===== src/hw/rtl/sobol_sequence_generator_defines.svh =====
// Assertion macros shared by the generator's modules.
`ifndef SOBOL_SEQUENCE_GENERATOR_DEFINES_SVH
`define SOBOL_SEQUENCE_GENERATOR_DEFINES_SVH

// The consequent must hold in the same cycle as the antecedent.
`define SSG_ASSERT_IMPL(label, clk, rst, ante, cons, msg) \
   label: assert property (@(posedge clk) disable iff (rst) (ante) |-> (cons)) \
      else $error(msg);

// The consequent must hold in the cycle after the antecedent.
`define SSG_ASSERT_NEXT(label, clk, rst, ante, cons, msg) \
   label: assert property (@(posedge clk) disable iff (rst) (ante) |=> (cons)) \
      else $error(msg);

`endif


===== src/hw/rtl/ssg_pkg.sv =====
package ssg_pkg;

   localparam int POINT_W    = 32;
   localparam int CMD_W      = 2;
   localparam int DEG_W      = 5;
   localparam int INIT_W     = 18;
   localparam int POLY_W     = 17;
   localparam int BITS_W     = 6;
   localparam int CSR_IDX_W  = 2;
   localparam int CSR_DATA_W = 17;

   localparam logic [CMD_W-1:0] CMD_LOAD    = 2'd0;
   localparam logic [CMD_W-1:0] CMD_RESTART = 2'd1;
   localparam logic [CMD_W-1:0] CMD_NEXT    = 2'd2;

   localparam logic [CSR_IDX_W-1:0] CSR_PLAIN  = 2'd0;
   localparam logic [CSR_IDX_W-1:0] CSR_DEGREE = 2'd1;
   localparam logic [CSR_IDX_W-1:0] CSR_POLY   = 2'd2;
   localparam logic [CSR_IDX_W-1:0] CSR_BITS   = 2'd3;

   localparam logic [DEG_W-1:0]  DEGREE_RESET = 5'd1;
   localparam logic [BITS_W-1:0] BITS_RESET   = 6'd32;

   typedef struct packed {
      logic load;
      logic restart;
      logic next;
      logic entry;
      logic init_wr;
      logic first;
      logic step;
   } ssg_cmd_type;

   typedef struct packed {
      logic plain;
      logic in_init;
      logic last;
      logic s_one;
      logic k_last;
   } ssg_status_type;

endpackage


===== src/hw/rtl/sobol_sequence_generator.sv =====
// One dimension of a Sobol sequence in Gray-code order, as 0.32 fixed-point points. A next
// transaction is taken every cycle while the result register is free or being emptied; its
// result is registered and appears in the next cycle, and the direction entry it selects
// is read from the direction-table RAM and folded into the point in the following cycle,
// forwarded to a next transaction in that same cycle. A load transaction writes one initial
// direction number. A restart rebuilds all MAX_BITS table entries, one at a time, and no
// transaction is taken meanwhile: an entry is written in ENTRY for the first dimension,
// after ENTRY and INIT from an initial number, and after ENTRY, FIRST and any STEP states
// by the polynomial recurrence, bounded by one RAM read per cycle. Configuration writes
// are always ready and are meant only while the generator is idle.
module sobol_sequence_generator #(
   parameter int MAX_BITS   = 32,
   parameter int MAX_DEGREE = 18
) (
   input  logic                           clock,
   input  logic                           reset,
   input  logic                           req_valid,
   output logic                           req_stall,
   input  logic [ssg_pkg::CMD_W-1:0]      req_command,
   input  logic [ssg_pkg::DEG_W-1:0]      req_entry_index,
   input  logic [ssg_pkg::INIT_W-1:0]     req_initial_value,
   output logic                           rsp_valid,
   input  logic                           rsp_stall,
   output logic [ssg_pkg::POINT_W-1:0]    rsp_point,
   output logic [ssg_pkg::POINT_W-1:0]    rsp_point_index,
   output logic                           rsp_exhausted,
   input  logic                           csr_valid,
   output logic                           csr_ready,
   input  logic [ssg_pkg::CSR_IDX_W-1:0]  csr_index,
   input  logic [ssg_pkg::CSR_DATA_W-1:0] csr_wdata
);

   import ssg_pkg::*;

   ssg_cmd_type    cmd;
   ssg_status_type status;
   logic           csr_we;

   assign csr_ready = 1'b1;
   assign csr_we    = csr_valid && csr_ready;

   ssg_ctrl u_ctrl (
      .clock       (clock),
      .reset       (reset),
      .req_valid   (req_valid),
      .req_command (req_command),
      .req_stall   (req_stall),
      .rsp_valid   (rsp_valid),
      .rsp_stall   (rsp_stall),
      .cmd         (cmd),
      .status      (status)
   );

   ssg_datapath #(
      .MAX_BITS   (MAX_BITS),
      .MAX_DEGREE (MAX_DEGREE)
   ) u_datapath (
      .clock             (clock),
      .reset             (reset),
      .csr_we            (csr_we),
      .csr_index         (csr_index),
      .csr_wdata         (csr_wdata),
      .req_entry_index   (req_entry_index),
      .req_initial_value (req_initial_value),
      .cmd               (cmd),
      .status            (status),
      .rsp_point         (rsp_point),
      .rsp_point_index   (rsp_point_index),
      .rsp_exhausted     (rsp_exhausted)
   );

endmodule


===== src/hw/rtl/ssg_ram.sv =====
module ssg_ram #(
   parameter int WIDTH = 32,
   parameter int DEPTH = 32
) (
   input  logic                     clock,
   input  logic                     wr_en,
   input  logic [$clog2(DEPTH)-1:0] wr_addr,
   input  logic [WIDTH-1:0]         wr_data,
   input  logic [$clog2(DEPTH)-1:0] rd_addr,
   output logic [WIDTH-1:0]         rd_data
);

   logic [WIDTH-1:0] mem_ff [DEPTH];
   logic [WIDTH-1:0] rd_data_ff;

   always_ff @(posedge clock) begin
      if (wr_en) begin
         mem_ff[wr_addr] <= wr_data;
      end
      rd_data_ff <= mem_ff[rd_addr];
   end

   assign rd_data = rd_data_ff;

endmodule


===== src/hw/rtl/ssg_ctrl.sv =====
`include "sobol_sequence_generator_defines.svh"

module ssg_ctrl (
   input  logic                        clock,
   input  logic                        reset,
   input  logic                        req_valid,
   input  logic [ssg_pkg::CMD_W-1:0]   req_command,
   output logic                        req_stall,
   output logic                        rsp_valid,
   input  logic                        rsp_stall,
   output ssg_pkg::ssg_cmd_type        cmd,
   input  ssg_pkg::ssg_status_type     status
);

   import ssg_pkg::*;

   typedef enum logic [4:0] {
      ST_IDLE  = 5'b00001,
      ST_ENTRY = 5'b00010,
      ST_INIT  = 5'b00100,
      ST_FIRST = 5'b01000,
      ST_STEP  = 5'b10000
   } state_type;

   state_type state_ff, state_in;
   logic      rsp_valid_ff, rsp_valid_in;
   logic      req_acc;
   logic      entry_done;

   assign req_stall = (state_ff != ST_IDLE) ||
                      ((req_command == CMD_NEXT) && rsp_valid_ff && rsp_stall);
   assign req_acc   = req_valid && !req_stall;

   always_comb begin
      cmd         = '0;
      cmd.load    = req_acc && (req_command == CMD_LOAD);
      cmd.restart = req_acc && (req_command == CMD_RESTART);
      cmd.next    = req_acc && (req_command == CMD_NEXT);
      cmd.entry   = (state_ff == ST_ENTRY);
      cmd.init_wr = (state_ff == ST_INIT);
      cmd.first   = (state_ff == ST_FIRST);
      cmd.step    = (state_ff == ST_STEP);
   end

   assign entry_done = status.last;

   always_comb begin
      state_in = state_ff;
      case (state_ff)
         ST_IDLE: begin
            if (cmd.restart) begin
               state_in = ST_ENTRY;
            end
         end
         ST_ENTRY: begin
            if (status.plain) begin
               state_in = entry_done ? ST_IDLE : ST_ENTRY;
            end else if (status.in_init) begin
               state_in = ST_INIT;
            end else begin
               state_in = ST_FIRST;
            end
         end
         ST_INIT: begin
            state_in = entry_done ? ST_IDLE : ST_ENTRY;
         end
         ST_FIRST: begin
            if (status.s_one) begin
               state_in = entry_done ? ST_IDLE : ST_ENTRY;
            end else begin
               state_in = ST_STEP;
            end
         end
         ST_STEP: begin
            if (status.k_last) begin
               state_in = entry_done ? ST_IDLE : ST_ENTRY;
            end
         end
         default: begin
            state_in = ST_IDLE;
         end
      endcase
   end

   always_comb begin
      rsp_valid_in = rsp_valid_ff;
      if (cmd.next) begin
         rsp_valid_in = 1'b1;
      end else if (!rsp_stall) begin
         rsp_valid_in = 1'b0;
      end
   end

   always_ff @(posedge clock) begin
      if (reset) begin
         state_ff     <= ST_IDLE;
         rsp_valid_ff <= 1'b0;
      end else begin
         state_ff     <= state_in;
         rsp_valid_ff <= rsp_valid_in;
      end
   end

   assign rsp_valid = rsp_valid_ff;

   `SSG_ASSERT_NEXT(a_restart_starts_build, clock, reset, cmd.restart, state_ff == ST_ENTRY, "Restart did not start the table build.")
   `SSG_ASSERT_NEXT(a_next_gives_result, clock, reset, cmd.next, rsp_valid_ff, "Next transaction produced no result.")
   `SSG_ASSERT_IMPL(a_no_cmd_in_build, clock, reset, state_ff != ST_IDLE, !cmd.load && !cmd.restart && !cmd.next, "Transaction accepted during the table build.")

endmodule


===== src/hw/rtl/ssg_datapath.sv =====
`include "sobol_sequence_generator_defines.svh"

module ssg_datapath #(
   parameter int MAX_BITS   = 32,
   parameter int MAX_DEGREE = 18
) (
   input  logic                             clock,
   input  logic                             reset,
   input  logic                             csr_we,
   input  logic [ssg_pkg::CSR_IDX_W-1:0]    csr_index,
   input  logic [ssg_pkg::CSR_DATA_W-1:0]   csr_wdata,
   input  logic [ssg_pkg::DEG_W-1:0]        req_entry_index,
   input  logic [ssg_pkg::INIT_W-1:0]       req_initial_value,
   input  ssg_pkg::ssg_cmd_type             cmd,
   output ssg_pkg::ssg_status_type          status,
   output logic [ssg_pkg::POINT_W-1:0]      rsp_point,
   output logic [ssg_pkg::POINT_W-1:0]      rsp_point_index,
   output logic                             rsp_exhausted
);

   import ssg_pkg::*;

   localparam int ADDR_W  = $clog2(MAX_BITS);
   localparam int INIT_AW = $clog2(MAX_DEGREE);
   localparam int CNT_W   = MAX_BITS + 1;
   localparam int P_W     = $clog2(MAX_BITS + 1);

   logic                plain_ff;
   logic [DEG_W-1:0]    degree_ff;
   logic [POLY_W-1:0]   poly_ff;
   logic [BITS_W-1:0]   bits_ff;

   logic [DEG_W-1:0]    s_eff;
   logic [BITS_W-1:0]   l_eff;

   logic [ADDR_W-1:0]   e_ff, e_in;
   logic [DEG_W-1:0]    k_ff, k_in;
   logic [POINT_W-1:0]  acc_ff, acc_in;
   logic [POINT_W-1:0]  point_ff, point_in, point_cur;
   logic [CNT_W-1:0]    cnt_ff, cnt_in, cnt_inc, low_zero, limit;
   logic                pend_ff, pend_in;
   logic [P_W-1:0]      p;
   logic                exh;
   logic                coef_bit;

   logic [POINT_W-1:0]  rsp_point_ff;
   logic [POINT_W-1:0]  rsp_index_ff;
   logic                rsp_exh_ff;

   logic                dir_we;
   logic [ADDR_W-1:0]   dir_raddr;
   logic [POINT_W-1:0]  dir_wdata, dir_rdata;
   logic                init_we;
   logic [INIT_AW-1:0]  init_waddr, init_raddr;
   logic [INIT_W-1:0]   init_rdata;
   logic [POINT_W-1:0]  plain_val, init_val;

   always_ff @(posedge clock) begin
      if (reset) begin
         plain_ff  <= 1'b1;
         degree_ff <= DEGREE_RESET;
         poly_ff   <= '0;
         bits_ff   <= BITS_RESET;
      end else if (csr_we) begin
         case (csr_index)
            CSR_PLAIN:  plain_ff  <= csr_wdata[0];
            CSR_DEGREE: degree_ff <= csr_wdata[DEG_W-1:0];
            CSR_POLY:   poly_ff   <= csr_wdata[POLY_W-1:0];
            CSR_BITS:   bits_ff   <= csr_wdata[BITS_W-1:0];
            default: begin
            end
         endcase
      end
   end

   always_comb begin
      if (degree_ff == '0) begin
         s_eff = DEG_W'(1);
      end else if (degree_ff > DEG_W'(MAX_DEGREE)) begin
         s_eff = DEG_W'(MAX_DEGREE);
      end else begin
         s_eff = degree_ff;
      end
      if (bits_ff == '0) begin
         l_eff = BITS_W'(1);
      end else if (bits_ff > BITS_W'(MAX_BITS)) begin
         l_eff = BITS_W'(MAX_BITS);
      end else begin
         l_eff = bits_ff;
      end
   end

   assign status.plain   = plain_ff;
   assign status.in_init = (6'(e_ff) < 6'(s_eff));
   assign status.last    = (e_ff == ADDR_W'(MAX_BITS - 1));
   assign status.s_one   = (s_eff == DEG_W'(1));
   assign status.k_last  = (k_ff == (s_eff - DEG_W'(1)));

   // Lowest clear bit of the counter marks the direction entry for this point.
   assign cnt_inc  = cnt_ff + CNT_W'(1);
   assign low_zero = cnt_inc & ~cnt_ff;

   always_comb begin
      p = '0;
      for (int b = 0; b < CNT_W; b++) begin
         if (low_zero[b]) begin
            p = p | P_W'(b);
         end
      end
   end

   assign limit = CNT_W'(1) << l_eff;
   assign exh   = (cnt_ff >= limit);

   assign point_cur = pend_ff ? (point_ff ^ dir_rdata) : point_ff;
   assign point_in  = cmd.restart ? '0 : point_cur;
   assign pend_in   = cmd.next && !exh && (6'(p) < l_eff);

   always_comb begin
      cnt_in = cnt_ff;
      if (cmd.restart) begin
         cnt_in = '0;
      end else if (cmd.next && !exh) begin
         cnt_in = cnt_inc;
      end
   end

   assign coef_bit  = poly_ff[5'(s_eff - DEG_W'(1) - k_ff)];
   assign plain_val = {1'b1, {(POINT_W - 1){1'b0}}} >> e_ff;
   assign init_val  = POINT_W'(init_rdata) << (5'd31 - 5'(e_ff));

   always_comb begin
      if (cmd.first) begin
         acc_in = dir_rdata ^ (dir_rdata >> s_eff);
      end else if (cmd.step && coef_bit) begin
         acc_in = acc_ff ^ dir_rdata;
      end else begin
         acc_in = acc_ff;
      end
   end

   always_comb begin
      k_in = k_ff;
      if (cmd.first) begin
         k_in = DEG_W'(1);
      end else if (cmd.step) begin
         k_in = k_ff + DEG_W'(1);
      end
   end

   assign dir_we = (cmd.entry && plain_ff) || cmd.init_wr ||
                   (cmd.first && status.s_one) || (cmd.step && status.k_last);

   always_comb begin
      if (cmd.entry && plain_ff) begin
         dir_wdata = plain_val;
      end else if (cmd.init_wr) begin
         dir_wdata = init_val;
      end else begin
         dir_wdata = acc_in;
      end
   end

   always_comb begin
      if (cmd.next) begin
         dir_raddr = ADDR_W'(p);
      end else if (cmd.entry) begin
         dir_raddr = e_ff - ADDR_W'(s_eff);
      end else if (cmd.first) begin
         dir_raddr = e_ff - ADDR_W'(1);
      end else begin
         dir_raddr = e_ff - ADDR_W'(k_ff) - ADDR_W'(1);
      end
   end

   always_comb begin
      e_in = e_ff;
      if (cmd.restart) begin
         e_in = '0;
      end else if (dir_we && !status.last) begin
         e_in = e_ff + ADDR_W'(1);
      end
   end

   assign init_we    = cmd.load && (req_entry_index != '0) &&
                       (req_entry_index <= DEG_W'(MAX_DEGREE));
   assign init_waddr = INIT_AW'(req_entry_index - DEG_W'(1));
   assign init_raddr = INIT_AW'(e_ff);

   always_ff @(posedge clock) begin
      if (reset) begin
         e_ff     <= '0;
         cnt_ff   <= '0;
         point_ff <= '0;
         pend_ff  <= 1'b0;
      end else begin
         e_ff     <= e_in;
         cnt_ff   <= cnt_in;
         point_ff <= point_in;
         pend_ff  <= pend_in;
      end
   end

   always_ff @(posedge clock) begin
      k_ff   <= k_in;
      acc_ff <= acc_in;
      if (cmd.next) begin
         rsp_point_ff <= point_cur;
         rsp_index_ff <= exh ? POINT_W'(limit - CNT_W'(1)) : POINT_W'(cnt_ff);
         rsp_exh_ff   <= exh;
      end
   end

   assign rsp_point       = rsp_point_ff;
   assign rsp_point_index = rsp_index_ff;
   assign rsp_exhausted   = rsp_exh_ff;

   ssg_ram #(
      .WIDTH (POINT_W),
      .DEPTH (MAX_BITS)
   ) u_dir_ram (
      .clock   (clock),
      .wr_en   (dir_we),
      .wr_addr (e_ff),
      .wr_data (dir_wdata),
      .rd_addr (dir_raddr),
      .rd_data (dir_rdata)
   );

   ssg_ram #(
      .WIDTH (INIT_W),
      .DEPTH (MAX_DEGREE)
   ) u_init_ram (
      .clock   (clock),
      .wr_en   (init_we),
      .wr_addr (init_waddr),
      .wr_data (req_initial_value),
      .rd_addr (init_raddr),
      .rd_data (init_rdata)
   );

   `SSG_ASSERT_IMPL(a_entry_in_range, clock, reset, 1'b1, e_ff <= ADDR_W'(MAX_BITS - 1), "Build entry index beyond the table.")
   `SSG_ASSERT_IMPL(a_pend_cause, clock, reset, pend_ff, $past(cmd.next && !exh), "Point update pending without a live next transaction.")
   `SSG_ASSERT_NEXT(a_exh_holds_count, clock, reset, cmd.next && exh, $stable(cnt_ff) && !pend_ff, "Exhausted generator changed its state.")

endmodule

===== config.mk =====
export PLATFORM = sky130hd
export DESIGN_NAME = sobol_sequence_generator
export DESIGN_NICKNAME = d
export VERILOG_FILES = /design/src/hw/rtl/ssg_pkg.sv /design/src/hw/rtl/sobol_sequence_generator.sv /design/src/hw/rtl/ssg_ram.sv /design/src/hw/rtl/ssg_ctrl.sv /design/src/hw/rtl/ssg_datapath.sv
export VERILOG_INCLUDE_DIRS = /design/src /design/src/hw/rtl
export SDC_FILE = /design/constraint.sdc
export NUM_CORES = 2
export LEC_CHECK = 0
export BUFFER_PORTS_ARGS = -buffer_cell sky130_fd_sc_hd__buf_2
export CORE_MARGIN = 10
export CORE_UTILIZATION = 30
export DETAILED_ROUTE_END_ITERATION = 8
export GPL_ROUTABILITY_DRIVEN = 0
export GPL_TIMING_DRIVEN = 0
export HOLD_SLACK_MARGIN = 0.05
export SYNTH_ARGS = -nofsm -noshare
export SYNTH_HDL_FRONTEND = slang
export SYNTH_SLANG_ARGS = --single-unit
export TNS_END_PERCENT = 10

===== constraint.sdc =====
create_clock -name clock -period 8.2 [get_ports clock]
set_clock_uncertainty 0.15 [all_clocks]
set_input_delay 2.46 -clock clock [delete_from_list [all_inputs] [get_ports clock]]
set_output_delay 2.46 -clock clock [all_outputs]
set_load 0.02 [all_outputs]

==> metrics.txt <==
clock sink count ~1,600; Tot Pwr 30.1 mW; initial core utilization 30.2%; final instance area between 0.08 and 0.09 mm^2; first-pass GRT wire length 313,000 um; Primary FF master, synth edfxtp_1; crit path time final about 7.7 ns; pwr/cell area 368 mW/mm^2; most common library cell in the layout ignoring fill and taps edfxtp_1; grt total ovfl 0; Tot GR Track Use between 10% and 20%; Via density roughly 5.3; worst setup margin between 0.4 and 0.5 ns; Worst Setup End Kind flop; Ys Warns 0; Worst-path clk slew approximately 0.060 ns; Inst Count DP around 8,500; final wirelength ~220,000 um; RSZ-0062 raised after global routing no; DR vias between 40,000 and 50,000; EDFF count, synth roughly 1,400; Post-Route Utilization around a third; synthesized area 0.0703 mm^2; antenna violations before repair 23; Seq cells post-synth 1,606; worst-margin pin slew 1.50 ns; Clock Tree Root clkbuf_16; number of distinct library cells after synthesis between 90 and 100; startpoint types flop; # rows 177; Die Y 504 um; FFs w/ async S/R, synth 0%; Area Growth Syn to Fin 16.3%; CTS tree done; Finished Layout Cells slightly below 9,000; vias in the first global route 45,416; sequential element share of the synthesized area 65.8%; setup violators final 0; placed cell areas 0.0764 mm^2; DP HPWL between 150,000 and 200,000 um; post_cts resized 0; CTS hold repair buffers 0; fin. max-slew vios 32; Crit path arrival time approximately 8 ns; DR DRC count 0; Die X between 500 and 600 um; pin count of the biggest net entering global routing 42; Max H-tree Level 4; DR iter-0 viols between 5,000 and 6,000; final net count between 5,000 and 6,000; share of cells above drive strength 1 between 10% and 20%; clk_lat worst skew 0.85 ns; core area between 0.2 and 0.25 mm^2; Worst EP required between 8 and 9 ns; Post-Synthesis Cells 5,158; VDD IR max approximately 0.25 mV; setup bufs post-CTS 0; ANT nets after route 0; CTS Buf Count approximately 160; Setup Crit Path Kind reg2reg; slew margin rel. -0.304%; Peak Freq around 130 MHz; Wirelength per Cell about 25 um; Bufs on Longest Clock Path 3; Final Cycle Share 94.5%; final setup TNS 0 ns; First-pass DRT Iterations 7; CP Max Fanout 32; Top Ports about 120; most frequent cells in the layout 1,413 x edfxtp_1, 675 x nand2_1, 320 x mux2i_1; Lkg Pwr 27.2 nW; hold slack between 0.3 and 0.4 ns; Hold Crit Class reg2reg; Die ar. roughly 0.25 mm^2; failing checks capacitance limit, slew limit; max-cap violations 1; syn avg cell area 13.6 um^2; I/O Buffers about 120; outcome complete, but fails checks; Fin. Hold Viols 0; pre-CTS setup slack about 0.61 ns
[worst paths after layout]
kind                            depth (start not counted)                                  from                                            to  slack (ns)
worst max-delay path                                   15  u_datapath.degree_ff[2]$_SDFFE_PP0P_  u_datapath.u_dir_ram.mem_ff[3][12]$_DFFE_PP_        0.45
worst min-delay path                                    2   u_datapath.poly_ff[15]$_SDFFE_PP0P_           u_datapath.poly_ff[15]$_SDFFE_PP0P_        0.30
worst max register to register                         15  u_datapath.degree_ff[2]$_SDFFE_PP0P_  u_datapath.u_dir_ram.mem_ff[3][12]$_DFFE_PP_        0.45
worst min register to register                          2   u_datapath.poly_ff[15]$_SDFFE_PP0P_           u_datapath.poly_ff[15]$_SDFFE_PP0P_        0.30
[metal layers]
layer | GRT usage, % | part of all wire [%]
met3 | 3.07 | 8.9
met5 | 0 | 0.056
met1 | 21.6 | 41
met4 | 7.75 | 5.2
met2 | 25.4 | 45
[flip-flops by register name, indices dropped and copies added (netlist names)]
register and cells:
u_datapath.u_dir_ram.mem_ff 1024, u_datapath.u_init_ram.mem_ff 324, u_datapath.cnt_ff 33, u_datapath.acc_ff 32
u_datapath.point_ff 32, u_datapath.rsp_point 32, u_datapath.rsp_point_index 32, u_datapath.u_dir_ram.rd_data 32
u_datapath.u_init_ram.rd_data 18, u_datapath.poly_ff 17, u_datapath.bits_ff 6, u_ctrl.state_ff 5
u_datapath.degree_ff 5, u_datapath.e_ff 5, u_datapath.k_ff 5, u_ctrl.rsp_valid 1
u_datapath.pend_ff 1, u_datapath.plain_ff 1, u_datapath.rsp_exhausted 1
[cell type report]
class,instances,area (um^2)
Antenna cell,6,15.0
Buffer,354,1540
Clock buffer,207,4260
Clock inverter,88,1080
Fill cell,22530,151000
Inverter,214,808
Multi-Input combinational cell,2985,22100
Sequential cell,1606,46300
Tap cell,3132,3920
Timing Repair Buffer,177,1770
[worst max-delay path: stages (launching register included)]
cell      delay, ns
dfxtp_1        0.30
clkbuf_1       0.23
o21a_1         0.31
nor2_1         1.04
ha_1           0.47
fa_1           0.51
clkbuf_1       0.39
mux4_2         0.57
mux2_2         0.32
or3_1          0.31
a31o_1         0.26
clkbuf_1       0.29
clkbuf_1       0.42
a32oi_1        0.29
o221a_2        0.27
a22o_1         1.15
[synthesized netlist by cell type, types with 43 or more instances]
cell / count / area (um^2)
a211oi_1: 85 / 638
a21o_1: 49 / 368
a21oi_1: 100 / 500
a32o_1: 65 / 651
a32oi_1: 43 / 377
and2_1: 45 / 282
buf_2: 78 / 390
clkbuf_1: 220 / 826
dfxtp_1: 193 / 3860
edfxtp_1: 1413 / 42400
ha_1: 96 / 1200
inv_1: 207 / 777
mux2i_1: 320 / 3200
mux4_2: 105 / 2360
nand2_1: 675 / 2530
nand3_1: 119 / 596
nand4_1: 112 / 701
nand4b_1: 65 / 569
nor2_1: 182 / 683
nor3_1: 57 / 285
o211ai_1: 279 / 2090
o21ai_0: 74 / 370
xnor2_1: 48 / 420
[report_power, final]
| group | switching [mW] | total, mW | leakage, nW | internal [mW] |
|---|---|---|---|---|
| Clock | 3.28 | 7.43 | 2.57 | 4.15 |
| Sequential | 0.507 | 9.90 | 13.4 | 9.39 |
| Combinational | 8.91 | 12.8 | 11.2 | 3.86 |
| Total | 12.7 | 30.1 | 27.2 | 17.4 |
[logic make-up (layout without fill, tap and decap cells)]
family,count (synthesis),in the layout,share of synthesized area [%]
multiplexers,466,466,8.59
adder cells (fa/ha/maj),99,99,1.79
XOR/XNOR,60,60,0.767
buffers and inverters,568,1040,3.34
AND/OR/NAND/NOR,1408,1408,9.56
other,2,9,0.0107
AO/OA/AOI/OAI,949,949,10.1
flip-flops,1606,1606,65.8
Note: power is estimated with default switching activity, not from simulation.
